### config.mk
export PLATFORM = sky130hd
export DESIGN_NAME = stern_brocot_path_encoder
export DESIGN_NICKNAME = d
export VERILOG_FILES = /design/src/sbpe_pkg.sv /design/src/stern_brocot_path_encoder.sv
export VERILOG_INCLUDE_DIRS = /design/src /design/src/src
export SDC_FILE = /design/constraint.sdc
export NUM_CORES = 1
export LEC_CHECK = 0
export ABC_AREA = 1
export BUFFER_PORTS_ARGS = -buffer_cell sky130_fd_sc_hd__buf_2
export CAP_MARGIN = 20
export CORE_MARGIN = 8
export CORE_UTILIZATION = 60
export DETAILED_ROUTE_END_ITERATION = 10
export HOLD_SLACK_MARGIN = 0.05
export PLACE_DENSITY = 0.81
export SLEW_MARGIN = 20
export SYNTH_ARGS = -nofsm -noshare
export SYNTH_HDL_FRONTEND = slang
export SYNTH_SLANG_ARGS = --single-unit
### constraint.sdc
create_clock -name clock -period 3.5 [get_ports clock]
set_input_delay 0.35 -clock clock [delete_from_list [all_inputs] [get_ports clock]]
set_output_delay 0.35 -clock clock [all_outputs]
set_load 0.02 [all_outputs]
### src/stern_brocot_path_encoder_assert.svh
// Assertion macros for the path encoder.
`ifndef STERN_BROCOT_PATH_ENCODER_ASSERT_SVH
`define STERN_BROCOT_PATH_ENCODER_ASSERT_SVH

`ifndef SYNTHESIS
`define SBPE_ASSERT_IMPL(label, clk, rst, ante, cons) \
   label: assert property (@(posedge clk) disable iff (rst) (ante) |-> (cons)) \
      else $error("assertion failed");
`define SBPE_ASSERT_NEXT(label, clk, rst, ante, cons) \
   label: assert property (@(posedge clk) disable iff (rst) (ante) |=> (cons)) \
      else $error("assertion failed");
`else
`define SBPE_ASSERT_IMPL(label, clk, rst, ante, cons)
`define SBPE_ASSERT_NEXT(label, clk, rst, ante, cons)
`endif

`endif

### src/sbpe_pkg.sv
package sbpe_pkg;

   localparam int unsigned VALUE_BITS_DEFAULT = 32;
   localparam int unsigned MAX_RUNS           = 48;
   localparam int unsigned RUN_CNT_BITS       = $clog2(MAX_RUNS);

   localparam logic [1:0] STATUS_PATH    = 2'd0;
   localparam logic [1:0] STATUS_ROOT    = 2'd1;
   localparam logic [1:0] STATUS_INVALID = 2'd2;

   localparam logic DIR_LEFT  = 1'b0;
   localparam logic DIR_RIGHT = 1'b1;

   typedef enum logic [1:0] {
      ST_IDLE,
      ST_DIVIDE,
      ST_EMIT
   } state_type;

endpackage

### src/stern_brocot_path_encoder.sv
// Stern-Brocot path encoder.
// Input: pulse start with req_numerator / req_denominator while busy is low;
// the beat is taken at that edge. Operands are cut to VALUE_BITS bits (at
// most 32). Output: every result beat is shown for one cycle with rsp_valid;
// the receiver cannot hold it off. Each beat is one run of the path:
// rsp_direction (0 left, 1 right), rsp_run_length, rsp_last on the final run.
// A zero operand gives a single invalid status beat, equal operands a single
// root status beat; both appear the cycle after start and busy stays low.
// Otherwise busy rises and each quotient costs one restoring division on a
// shared one-bit-per-cycle divider plus one emit state; 32-bit operands
// need at most 46 divisions. A fraction below one spends its first division
// on an empty quotient. No new item is taken while busy is high; one can be
// taken once busy is low. Reset (synchronous, active high) returns the block
// to idle with no beat pending.
module stern_brocot_path_encoder #(
   parameter int unsigned VALUE_BITS = sbpe_pkg::VALUE_BITS_DEFAULT
) (
   input  logic        clock,
   input  logic        reset,
   input  logic        start,
   output logic        busy,
   input  logic [31:0] req_numerator,
   input  logic [31:0] req_denominator,
   output logic        rsp_valid,
   output logic        rsp_direction,
   output logic [31:0] rsp_run_length,
   output logic        rsp_last,
   output logic [1:0]  rsp_status
);
   import sbpe_pkg::*;

   localparam int unsigned W  = (VALUE_BITS < 32) ? VALUE_BITS : 32;
   localparam int unsigned CW = $clog2(W);

   state_type state_ff, state_in;

   logic [W-1:0]            quo_ff, quo_in;
   logic [W-1:0]            den_ff, den_in;
   logic [W-1:0]            rem_ff, rem_in;
   logic [CW-1:0]           bit_cnt_ff, bit_cnt_in;
   logic [RUN_CNT_BITS-1:0] runs_ff, runs_in;
   logic                    right_ff, right_in;

   logic        rsp_valid_ff, rsp_valid_in;
   logic        rsp_dir_ff, rsp_dir_in;
   logic [31:0] rsp_len_ff, rsp_len_in;
   logic        rsp_last_ff, rsp_last_in;
   logic [1:0]  rsp_status_ff, rsp_status_in;

   logic [W-1:0] op_num, op_den;
   logic         accept;
   logic [W+1:0] trial;
   logic         rem_zero;
   logic [W-1:0] term;
   logic         final_run;

   assign op_num    = req_numerator[W-1:0];
   assign op_den    = req_denominator[W-1:0];
   assign accept    = start && (state_ff == ST_IDLE);
   assign trial     = {1'b0, rem_ff, quo_ff[W-1]} - {2'b00, den_ff};
   assign rem_zero  = (rem_ff == '0);
   assign term      = rem_zero ? (quo_ff - W'(1)) : quo_ff;
   assign final_run = rem_zero || (runs_ff == RUN_CNT_BITS'(MAX_RUNS - 1));

   // next state
   always_comb begin
      state_in = state_ff;
      case (state_ff)
         ST_IDLE: begin
            if (accept && op_num != '0 && op_den != '0 && op_num != op_den) begin
               state_in = ST_DIVIDE;
            end
         end
         ST_DIVIDE: begin
            if (bit_cnt_ff == '0) begin
               state_in = ST_EMIT;
            end
         end
         ST_EMIT: begin
            if (term != '0 && final_run) begin
               state_in = ST_IDLE;
            end else begin
               state_in = ST_DIVIDE;
            end
         end
         default: state_in = ST_IDLE;
      endcase
   end

   // datapath and outputs
   always_comb begin
      quo_in        = quo_ff;
      den_in        = den_ff;
      rem_in        = rem_ff;
      bit_cnt_in    = bit_cnt_ff;
      runs_in       = runs_ff;
      right_in      = right_ff;
      rsp_valid_in  = 1'b0;
      rsp_dir_in    = DIR_LEFT;
      rsp_len_in    = '0;
      rsp_last_in   = 1'b1;
      rsp_status_in = STATUS_PATH;
      case (state_ff)
         ST_IDLE: begin
            quo_in     = op_num;
            den_in     = op_den;
            rem_in     = '0;
            bit_cnt_in = CW'(W - 1);
            runs_in    = '0;
            right_in   = DIR_RIGHT;
            if (accept && (op_num == '0 || op_den == '0)) begin
               rsp_valid_in  = 1'b1;
               rsp_status_in = STATUS_INVALID;
            end else if (accept && op_num == op_den) begin
               rsp_valid_in  = 1'b1;
               rsp_status_in = STATUS_ROOT;
            end
         end
         ST_DIVIDE: begin
            quo_in     = {quo_ff[W-2:0], ~trial[W+1]};
            rem_in     = trial[W+1] ? {rem_ff[W-2:0], quo_ff[W-1]} : trial[W-1:0];
            bit_cnt_in = bit_cnt_ff - CW'(1);
         end
         ST_EMIT: begin
            quo_in     = den_ff;
            den_in     = rem_ff;
            rem_in     = '0;
            bit_cnt_in = CW'(W - 1);
            right_in   = ~right_ff;
            if (term != '0) begin
               runs_in      = runs_ff + RUN_CNT_BITS'(1);
               rsp_valid_in = 1'b1;
               rsp_dir_in   = right_ff;
               rsp_len_in   = 32'(term);
               rsp_last_in  = final_run;
            end
         end
         default: begin
         end
      endcase
   end

   always_ff @(posedge clock) begin
      if (reset) begin
         state_ff     <= ST_IDLE;
         rsp_valid_ff <= 1'b0;
      end else begin
         state_ff     <= state_in;
         rsp_valid_ff <= rsp_valid_in;
      end
      quo_ff        <= quo_in;
      den_ff        <= den_in;
      rem_ff        <= rem_in;
      bit_cnt_ff    <= bit_cnt_in;
      runs_ff       <= runs_in;
      right_ff      <= right_in;
      rsp_dir_ff    <= rsp_dir_in;
      rsp_len_ff    <= rsp_len_in;
      rsp_last_ff   <= rsp_last_in;
      rsp_status_ff <= rsp_status_in;
   end

   assign busy           = (state_ff != ST_IDLE);
   assign rsp_valid      = rsp_valid_ff;
   assign rsp_direction  = rsp_dir_ff;
   assign rsp_run_length = rsp_len_ff;
   assign rsp_last       = rsp_last_ff;
   assign rsp_status     = rsp_status_ff;

`include "stern_brocot_path_encoder_assert.svh"

   `SBPE_ASSERT_IMPL(a_status_is_last, clock, reset,
      rsp_valid && rsp_status != STATUS_PATH, rsp_last)
   `SBPE_ASSERT_IMPL(a_run_nonzero, clock, reset,
      rsp_valid && rsp_status == STATUS_PATH, rsp_run_length != 32'd0)
   `SBPE_ASSERT_IMPL(a_more_runs_busy, clock, reset,
      rsp_valid && !rsp_last, busy)
   `SBPE_ASSERT_NEXT(a_zero_invalid, clock, reset,
      start && !busy && (op_num == '0 || op_den == '0),
      rsp_valid && rsp_status == STATUS_INVALID)

endmodule

## Word level (Yosys, flattened, before mapping)

Cells that the tools add are included.

| cells by class | value |
|---|---|
| $add $sub $neg | 4 |
| $mul | 0 |
| divide/modulo/power cells | 0 |
| magnitude comparators | 0 |
| equality and inequality tests | 8 |
| shifts and indexed selects | 0 |
| mux-type cells | 19 |
| bitwise gates (word level) | 3 |
| reductions and logical operators | 26 |

Operator list:

| operator | count |
|---|---|
| 32-bit one-hot mux with 2 select lines | 2 |
| 32-bit zero test | 3 |
| 32-bit one-hot mux with 3 select lines | 1 |
| 32-bit nonzero test | 3 |
| 32-bit 2-to-1 mux | 2 |
| 33-bit by 32-bit subtractor with 34-bit output | 1 |
| 32-bit == test | 1 |
| 32-bit != test | 1 |
| 32-bit by 1-bit subtractor with 32-bit output (second input constant) | 1 |
| 6-bit one-hot mux with 2 select lines | 1 |
| 5-bit one-hot mux with 2 select lines | 1 |
| 1-bit logical AND | 7 |
| 6-bit by 1-bit adder with 6-bit output (second input constant) | 1 |
| 6-bit == test (second input constant) | 1 |
| 2-bit 2-to-1 mux | 3 |
| 6-bit 2-to-1 mux | 1 |
| 2-bit one-hot mux with 3 select lines | 1 |
| 2-bit AND reduction | 3 |
| 2-bit nonzero test | 3 |
| 5-bit zero test | 1 |
| 1-bit 2-to-1 mux | 5 |
| 5-bit by 1-bit subtractor with 5-bit output (second input constant) | 1 |
| 2-bit != test (second input constant) | 2 |
| 1-bit one-hot mux with 2 select lines | 2 |
| other kinds (8) | 12 |

| word-level totals | value |
|---|---|
| register bits | 147 |
| latch bits | 0 |
| memory bits (writable) | 0 |
| ROM bits | 0 |
| output and inout port bits | 38 |
| logic and storage cells | 73 |
| memories kept | 0 |

## Longest topological paths before layout

Gate-level depths: netlist (run 1).

| depth | value |
|---|---|
| depth after elaboration | 7 |
| mapped depth | 18 |
| depth with buffers taken out | 18 |

## Worst setup path before layout (run 1)

OpenSTA, ideal clock, no wires.

| path | value |
|---|---|
| path kind | register -> register |
| from | register quo_ff[31] |
| to | register rem_ff[30], data pin |
| library setup time | 0.260 ns |
| data arrival time | 2.323 ns |
| required time | 3.240 ns |
| slack | 0.918 ns |
| stages on the path, launching flop included | 15 |
| buffers on the path | 0 |
| period minus slack after synthesis | 2.582 ns |
| path through | edfxtp_1 inv_1 ha_1 fa_1 inv_1 nand3_1 nand2_1 a21oi_1 o21ai_2 a21oi_1 o21ai_0 nand3_1 nand2_1 xnor2_1 a21oi_1 |

| between the ends | value |
|---|---|
| cells in the longest elaborated chain, start to end | 3 |

RTL lines:

| item | line | RTL |
|---|---|---|
| from (decl) | stern_brocot_path_encoder.sv:37 | `logic [W-1:0] quo_ff, quo_in;` |
| from (signal assigned) | stern_brocot_path_encoder.sv:151 | `quo_ff <= quo_in;` |
| 33-bit by 32-bit subtractor with 34-bit output | stern_brocot_path_encoder.sv:60 | `assign trial = {1'b0, rem_ff, quo_ff[W-1]} - {2'b00, den_ff};` |
| 32-bit 2-to-1 mux | stern_brocot_path_encoder.sv:121 | `rem_in = trial[W+1] ? {rem_ff[W-2:0], quo_ff[W-1]} : trial[W-1:0];` |
| 32-bit one-hot mux with 2 select lines | stern_brocot_path_encoder.sv:103 | `case (state_ff)` |
| to (signal assigned) | stern_brocot_path_encoder.sv:153 | `rem_ff <= rem_in;` |
| to (decl) | stern_brocot_path_encoder.sv:39 | `logic [W-1:0] rem_ff, rem_in;` |

No other way between the ends.
A chain may end at the register's enable or synchronous reset.

## Worst setup path in the final report (run 1)

| path | value |
|---|---|
| from | register quo_ff[31] |
| to | register rem_ff[22], data pin |

Same word-level chain as after synthesis.

==> summary.txt, run 1 <==
SYNTH
----------------------------------------------------------------------------------------
Async set-reset flop share out of synthesis                                            0
Register bit count reported by yosys                                                 147
Warnings, synthesis                                                                    0
Most frequently used cell type in the post-synthesis netlist                sky130_fd_sc_hd__nand2_1
Count of unique library cells instantiated by Yosys                                   45
Leading cell types by total area after synthesis                            sky130_fd_sc_hd__edfxtp_1, sky130_fd_sc_hd__nand2_1, sky130_fd_sc_hd__dfxtp_1, sky130_fd_sc_hd__nor2_1, sky130_fd_sc_hd__a21oi_1
Dominant register cell in the synthesized netlist                           sky130_fd_sc_hd__edfxtp_1
Top cell type's share of synthesized area                                          0.332
Post-synth EDFFs                                                                     108
Post-synthesis instance area                                                   9760 um^2
Post-Syn Instances                                                                  1303
Sequential share of the synthesized area                                           0.412
Net count after synthesis                                                           1410
Largest area contributor in the netlist                                     sky130_fd_sc_hd__edfxtp_1
Synth cell count leaders                                                    sky130_fd_sc_hd__nand2_1, sky130_fd_sc_hd__nor2_1, sky130_fd_sc_hd__inv_1, sky130_fd_sc_hd__a21oi_1, sky130_fd_sc_hd__edfxtp_1
Per-instance average area after synthesis                                      7.49 um^2

GLOBAL ROUTE
----------------------------------------------------------------------------------------
Overall overflow remaining after global route                                          0
Global-route wire length before repair                                          48300 um
Antenna violations before repair                                                       1
Total global-route track usage                                                     0.307
Pin count of the biggest net entering global routing                                  64
Number of global-route vias before repair                                           9053

SETUP PATH
----------------------------------------------------------------------------------------
Worst Path Class, Setup                                                     flop to flop
Top cell family by delay on the critical path                               compound AO/OA/AOI/OAI gates
Worst path arrival time                                                          3.48 ns
Largest incremental delay on the critical path                                   0.60 ns
Kind of start point of the critical path                                            flop
CP Data Required Time                                                            3.68 ns
Highest net fanout along the worst path                                                4
Critical-path cell with the highest stage delay                             sky130_fd_sc_hd__o21ai_0
CP dominant cell by count                                                   sky130_fd_sc_hd__a21oi_1
Sequence of cells on the critical path                                      inv_1, ha_1, fa_1, inv_1, nand3_1, nand2_1, a21oi_1, o21ai_2, a21oi_1, o21ai_0, a21oi_1, xor2_1, a21oi_1
Worst Path Buf+Inv                                                                     2
Endpoint type of the worst setup path                                               flop

CLOCK NETWORK
----------------------------------------------------------------------------------------
Sink count of the clock tree                                                         147
Number of resized instances in the post-cts repair step                                0
Number of buffers inserted to repair setup after CTS                                   0
Number of buffers inserted during clock tree synthesis                                17
Deepest clock path buffer count                                                        2
CTS tree                                                                           built
Hold bufs inserted after CTS                                                           0
Clock latency on the worst-skew pair                                             0.44 ns
Clock slew at reported path FFs                                                  0.07 ns
Root Buffer Master                                                          sky130_fd_sc_hd__clkbuf_16
Count of H-tree levels built during CTS                                                4

POWER
----------------------------------------------------------------------------------------
Share of power burned in registers                                                 0.330
Switching Fraction                                                                 0.472
Pwr per Cell Area                                                            902 nW/um^2
Internal power summed over all cells                                             5.28 mW
Worst vdd rail ir drop                                                        0.000440 V
Proportion of power drawn by the clock network                                     0.180
Logic gate share of total power                                                    0.490
LEAKAGE                                                                          5.07 nW
Net load switching power                                                         4.72 mW

STA
----------------------------------------------------------------------------------------
Final number of max-transition violations                                              0
Relative slew margins                                                              0.389
Setup repair after global routing missed its margin                                   no
Tightest Pin Transition                                                         0.911 ns
Final critical-path required period                                              3.30 ns
Final Hold Vio Count                                                                   0
Timing-limited maximum frequency                                               0.303 GHz
Total negative slack for setup checks                                               0 ns
Final clock skew                                                               0.0104 ns
# setup viols final                                                                    0
Post-route fraction of the period consumed by the critical path                    0.942

PLACED DESIGN
----------------------------------------------------------------------------------------
Port-buffer cells                                                                    104
DP HPWL                                                                         24100 um
Final estimated routing congestion in global placement                              1.01
Post-placement cell area                                                      10500 um^2

FINAL LAYOUT
----------------------------------------------------------------------------------------
Post-route cell area                                                          11100 um^2
Ratio of cells with drive above 1 in the final layout                              0.131
Layout area overhead                                                               13.5%
Final net count                                                                     1510

DETAILED ROUTING
----------------------------------------------------------------------------------------
DR WL/cell                                                                       18.7 um
Initial DRC Count                                                                    945
Via density                                                                         5.75
Number of search-and-repair iterations in the first detailed-routing pass              6
Number of nets still failing antenna checks after routing                              0
Vias                                                                                9385
Post-detailed-route DRC marker count                                                   0
Overall routed net length                                                       30500 um

DIE
----------------------------------------------------------------------------------------
Die Y-Extent                                                                      144 um
Core Area                                                                     15900 um^2
Effective utilization at floorplan                                                 0.615
DIE AREA                                                                      20600 um^2
Horizontal die dimension                                                          144 um
FP Rows                                                                               46
Number of I/O pins                                                                   105

WORST HOLD PATH
----------------------------------------------------------------------------------------
Worst min path class                                                        input pin to flop

FLOW RUN
----------------------------------------------------------------------------------------
Max Cap Violations                                                                     0

RUN STATUS
----------------------------------------------------------------------------------------
Outcome                                                                     complete, no violations

==> registers in the layout, summed over array words and instances, names as in the netlist <==
name,flops
den_ff,32
quo_ff,32
rem_ff,32
rsp_run_length,32
runs_ff,6
bit_cnt_ff,5
rsp_status,2
state_ff,2
right_ff,1
rsp_direction,1
rsp_last,1
rsp_valid,1
==> routing by layer <==
layer | routed length, um | global-route usage | up-vias
met2 | 14500 | 0.503 | 470
met1 | 12000 | 0.375 | 4291
met5 | 0 | 0 | -
li1 | - | - | 4535
met4 | 1550 | 0.174 | 0
met3 | 2480 | 0.0531 | 89
==> area by class of cell <==
type                       instances  area, um^2
timing repair buffer             119         646
tap                              216         270
clock buffer                      18         450
inverter                         165         619
multi-input combinational        953        4940
clock inverter                    14         129
fill                            1385        4810
antenna                            1        2.50
sequential                       147        4020
==> worst register-to-register path: stages (launching register included) <==
cell,delay (ns)
sky130_fd_sc_hd__edfxtp_1,0.44
sky130_fd_sc_hd__inv_1,0.07
sky130_fd_sc_hd__ha_1,0.25
sky130_fd_sc_hd__fa_1,0.42
sky130_fd_sc_hd__inv_1,0.07
sky130_fd_sc_hd__nand3_1,0.06
sky130_fd_sc_hd__nand2_1,0.11
sky130_fd_sc_hd__a21oi_1,0.12
sky130_fd_sc_hd__o21ai_2,0.21
sky130_fd_sc_hd__a21oi_1,0.18
sky130_fd_sc_hd__o21ai_0,0.60
sky130_fd_sc_hd__a21oi_1,0.23
sky130_fd_sc_hd__xor2_1,0.22
sky130_fd_sc_hd__a21oi_1,0.09
==> stage by stage <==
stage | utilization | total power, mW | instances | worst slack [ns] | hold slack [ns]
floorplan | - | 6.66 | 1303 | 0.918 | 0.419
global placement | 0.661 | 8.03 | 1600 | 0.311 | 0.502
detailed placement | 0.661 | 8.08 | 1600 | 0.236 | 0.511
CTS | 0.697 | 9.89 | 1632 | 0.225 | 0.0993
global route | 0.697 | 10.7 | 1633 | 0.0141 | 0.106
finish | 0.697 | 10.0 | 1633 | 0.203 | 0.105
==> cell families after synthesis <==
kind of cell | synth area share
buffers and inverters | 0.0827
XOR/XNOR | 0.0556
AO/OA/AOI/OAI | 0.147
adder cells (fa/ha/maj) | 0.0520
AND/OR/NAND/NOR | 0.250
flip-flops | 0.412
==> power groups by stage <==
stage | Sequential (mW) | Clock, mW | Combinational [mW]
3_5_place_dp | 3.30 | 0 | 4.78
4_1_cts | 3.27 | 1.81 | 4.82
2_1_floorplan | 3.23 | 0 | 3.43
5_1_grt | 3.37 | 1.89 | 5.46
3_3_place_gp | 3.28 | 0 | 4.75
6_report | 3.30 | 1.80 | 4.90
==> layout by cell type (no fill, tap or decap), types with 3 or more instances in the layout <==
| cell type | Yosys | routed |
|---|---|---|
| sky130_fd_sc_hd__nand2_1 | 295 | 295 |
| sky130_fd_sc_hd__or2_2 | 3 | 3 |
| sky130_fd_sc_hd__inv_1 | 161 | 160 |
| sky130_fd_sc_hd__inv_2 | 2 | 3 |
| sky130_fd_sc_hd__buf_2 | 6 | 104 |
| sky130_fd_sc_hd__buf_4 | 2 | 14 |
| sky130_fd_sc_hd__nor2_1 | 178 | 177 |
| sky130_fd_sc_hd__nor2_2 | 6 | 7 |
| sky130_fd_sc_hd__o21a_1 | 4 | 4 |
| sky130_fd_sc_hd__ha_1 | 39 | 38 |
| sky130_fd_sc_hd__inv_6 | 0 | 8 |
| sky130_fd_sc_hd__clkbuf_16 | 0 | 18 |
| sky130_fd_sc_hd__nor4_1 | 19 | 19 |
| sky130_fd_sc_hd__inv_8 | 0 | 4 |
| sky130_fd_sc_hd__nand4_1 | 21 | 21 |
| sky130_fd_sc_hd__a21oi_2 | 10 | 10 |
| sky130_fd_sc_hd__nand2_2 | 4 | 4 |
| sky130_fd_sc_hd__o21ai_0 | 89 | 89 |
| sky130_fd_sc_hd__a31oi_1 | 3 | 3 |
| sky130_fd_sc_hd__dfxtp_1 | 39 | 39 |
| sky130_fd_sc_hd__edfxtp_1 | 108 | 108 |
| sky130_fd_sc_hd__a21oi_1 | 121 | 121 |
| sky130_fd_sc_hd__xnor2_1 | 40 | 40 |
| sky130_fd_sc_hd__o21ai_1 | 5 | 5 |
| sky130_fd_sc_hd__xor2_1 | 22 | 22 |
| sky130_fd_sc_hd__nor3_1 | 12 | 12 |
| sky130_fd_sc_hd__nand3_1 | 44 | 44 |
| sky130_fd_sc_hd__o22ai_1 | 13 | 13 |
==> worst paths after layout <==
path / cells past startpoint / from / to / slack (ns)
hold reg to reg: 2 / state_ff[0] / state_ff[0] / 0.53
setup / recovery: 13 / quo_ff[31] / rem_ff[22] / 0.20
setup reg to reg: 13 / quo_ff[31] / rem_ff[22] / 0.20
hold / removal: 2 / reset / state_ff[0] / 0.11
Power figures use the tool's default switching activity.
==> run 2: changes to the inputs <==
--- a/config.mk
+++ b/config.mk
@@ -13,6 +13,7 @@
 export CORE_UTILIZATION = 60
 export DETAILED_ROUTE_END_ITERATION = 10
 export HOLD_SLACK_MARGIN = 0.05
+export MAX_ROUTING_LAYER = met4
 export PLACE_DENSITY = 0.81
 export SLEW_MARGIN = 20
 export SYNTH_ARGS = -nofsm -noshare
==> run 2 against run 1 <==
  * Die area unchanged
  * Maximum frequency decreased by 1.6%
  * Power decreased by 0.23%
  * Global-route usage increased by 0.68 points
  * Largest power group unchanged
==> summary.txt, run 2 (synthesis gave the netlist of run 1 again) <==
DIE
----------------------------------------------------------------------------------------
DIE AREA                                                                      20600 um^2
Number of I/O pins                                                                   105
Effective utilization at floorplan                                                 0.615
FP Rows                                                                               46
Horizontal die dimension                                                          144 um
Die Y-Extent                                                                      144 um
Core Area                                                                     15900 um^2

DETAILED ROUTING
----------------------------------------------------------------------------------------
Vias                                                                                9518
Number of nets still failing antenna checks after routing                              0
Initial DRC Count                                                                    996
Post-detailed-route DRC marker count                                                   0
DR WL/cell                                                                       18.9 um
Number of search-and-repair iterations in the first detailed-routing pass              6
Overall routed net length                                                       30800 um
Via density                                                                         5.82

SETUP PATH
----------------------------------------------------------------------------------------
Worst Path Class, Setup                                                     flop to flop
Reg-to-reg setup timing slack                                                    0.15 ns
Sequence of cells on the critical path                                      inv_1, ha_1, fa_1, inv_1, nand3_1, nand2_1, a21oi_1, o21ai_2, a21oi_1, o21ai_0, a21oi_1, xor2_1, a21oi_1
Critical-path cell with the highest stage delay                             sky130_fd_sc_hd__o21ai_0
Worst path arrival time                                                          3.53 ns
Number of cells traversed by the worst register-to-register path                      13
Launch point of the worst reg-to-reg path                                     quo_ff[31]
CP dominant cell by count                                                   sky130_fd_sc_hd__a21oi_1
Reg-to-reg critical path endpoint                                             rem_ff[22]
CP Data Required Time                                                            3.68 ns
Endpoint type of the worst setup path                                               flop
Kind of start point of the critical path                                            flop
Largest incremental delay on the critical path                                   0.57 ns
Highest net fanout along the worst path                                                4

PLACED DESIGN
----------------------------------------------------------------------------------------
Final estimated routing congestion in global placement                              1.01
DP HPWL                                                                         24200 um
Port-buffer cells                                                                    104
Post-placement cell area                                                      10500 um^2

WORST HOLD PATH
----------------------------------------------------------------------------------------
Number of stages on the worst hold path                                                2
Worst min path class                                                        input pin to flop
Hold Path Sink                                                               state_ff[0]
Worst Hold Launch                                                                  reset

STA
----------------------------------------------------------------------------------------
Total negative slack for setup checks                                               0 ns
Tightest Pin Transition                                                         0.932 ns
Hold Worst Slack                                                                0.126 ns
Final number of max-transition violations                                              0
Setup repair after global routing missed its margin                                   no
Final clock skew                                                               0.0169 ns
Post-route fraction of the period consumed by the critical path                    0.958
Relative slew margins                                                              0.378
# setup viols final                                                                    0
Final Hold Vio Count                                                                   0
Timing-limited maximum frequency                                               0.298 GHz
Final critical-path required period                                              3.35 ns

CLOCK NETWORK
----------------------------------------------------------------------------------------
Clock latency on the worst-skew pair                                             0.43 ns
Number of buffers inserted to repair setup after CTS                                   0
Number of resized instances in the post-cts repair step                                0
Number of buffers inserted during clock tree synthesis                                17
Sink count of the clock tree                                                         147
Deepest clock path buffer count                                                        2
Hold bufs inserted after CTS                                                           0
CTS tree                                                                           built
Count of H-tree levels built during CTS                                                4
Clock slew at reported path FFs                                                  0.07 ns
Root Buffer Master                                                          sky130_fd_sc_hd__clkbuf_16

GLOBAL ROUTE
----------------------------------------------------------------------------------------
Pin count of the biggest net entering global routing                                  64
Antenna violations before repair                                                       1
Total global-route track usage                                                     0.313
Global-route wire length before repair                                          48100 um
Overall overflow remaining after global route                                          0
Number of global-route vias before repair                                           9153

POWER
----------------------------------------------------------------------------------------
Power, Total                                                                     9.97 mW
Pwr per Cell Area                                                            901 nW/um^2
Worst vdd rail ir drop                                                        0.000428 V
LEAKAGE                                                                          5.07 nW

FINAL LAYOUT
----------------------------------------------------------------------------------------
Final design utilization                                                           0.697
Layout area overhead                                                               13.3%
Post-route cell area                                                          11100 um^2
Final net count                                                                     1511
Most used cells in the layout excluding fill and tap cells                  sky130_fd_sc_hd__nand2_1, sky130_fd_sc_hd__nor2_1, sky130_fd_sc_hd__inv_1
Commonest non-fill, non-tap cell in the layout                              sky130_fd_sc_hd__nand2_1
Ratio of cells with drive above 1 in the final layout                              0.131

RUN STATUS
----------------------------------------------------------------------------------------
Outcome                                                                     complete, no violations

FLOW RUN
----------------------------------------------------------------------------------------
Max Cap Violations                                                                     0

[run 2: how the worst max path moves through the flow]
stage | start | slack, ns | to | cells after the start
after global routing | quo_ff[31] | 0.02 | rem_ff[30] | 14
final | quo_ff[31] | 0.15 | rem_ff[22] | 13
after global placement | quo_ff[31] | 0.32 | rem_ff[22] | 13
after detailed placement | quo_ff[31] | 0.23 | rem_ff[22] | 13
after floorplan | quo_ff[31] | 0.92 | rem_ff[30] | 14
after CTS | quo_ff[31] | 0.22 | rem_ff[22] | 13
[run 2: cell type report]
| type | count | area, um^2 |
|---|---|---|
| Antenna cell | 1 | 2.50 |
| Fill cell | 1360 | 4820 |
| Clock inverter | 15 | 133 |
| Multi-Input combinational cell | 953 | 4940 |
| Sequential cell | 147 | 4020 |
| Timing Repair Buffer | 120 | 653 |
| Inverter | 165 | 619 |
| Tap cell | 216 | 270 |
| Clock buffer | 17 | 425 |
[run 2: layer usage]
layer | wire length [um] | vias up | GRT usage
met5 | 0 | - | -
met4 | 1570 | 0 | 0.172
li1 | - | 4540 | -
met1 | 12200 | 4381 | 0.367
met3 | 2350 | 92 | 0.0425
met2 | 14700 | 505 | 0.516
[run 2: stage by stage]
stage / instances / setup WS [ns]
floorplan: 1303 / 0.918
global placement: 1601 / 0.320
detailed placement: 1601 / 0.226
CTS: 1633 / 0.218
global route: 1634 / 0.0240
finish: 1634 / 0.148
[run 2: power by group]
| group | internal, mW | switching (mW) |
|---|---|---|
| sequential | 2.74 | 0.549 |
| clock | 0.938 | 0.804 |
| combinational | 1.56 | 3.38 |
[run 2: critical path: cells and delay by family (launching register included)]
kind / cells / cell delay [ns]
simple gates: 2 / 0.18
fa+ha+maj: 2 / 0.67
buf+inv: 2 / 0.16
flops: 1 / 0.47
xor+xnor: 1 / 0.20
compound gates: 6 / 1.41
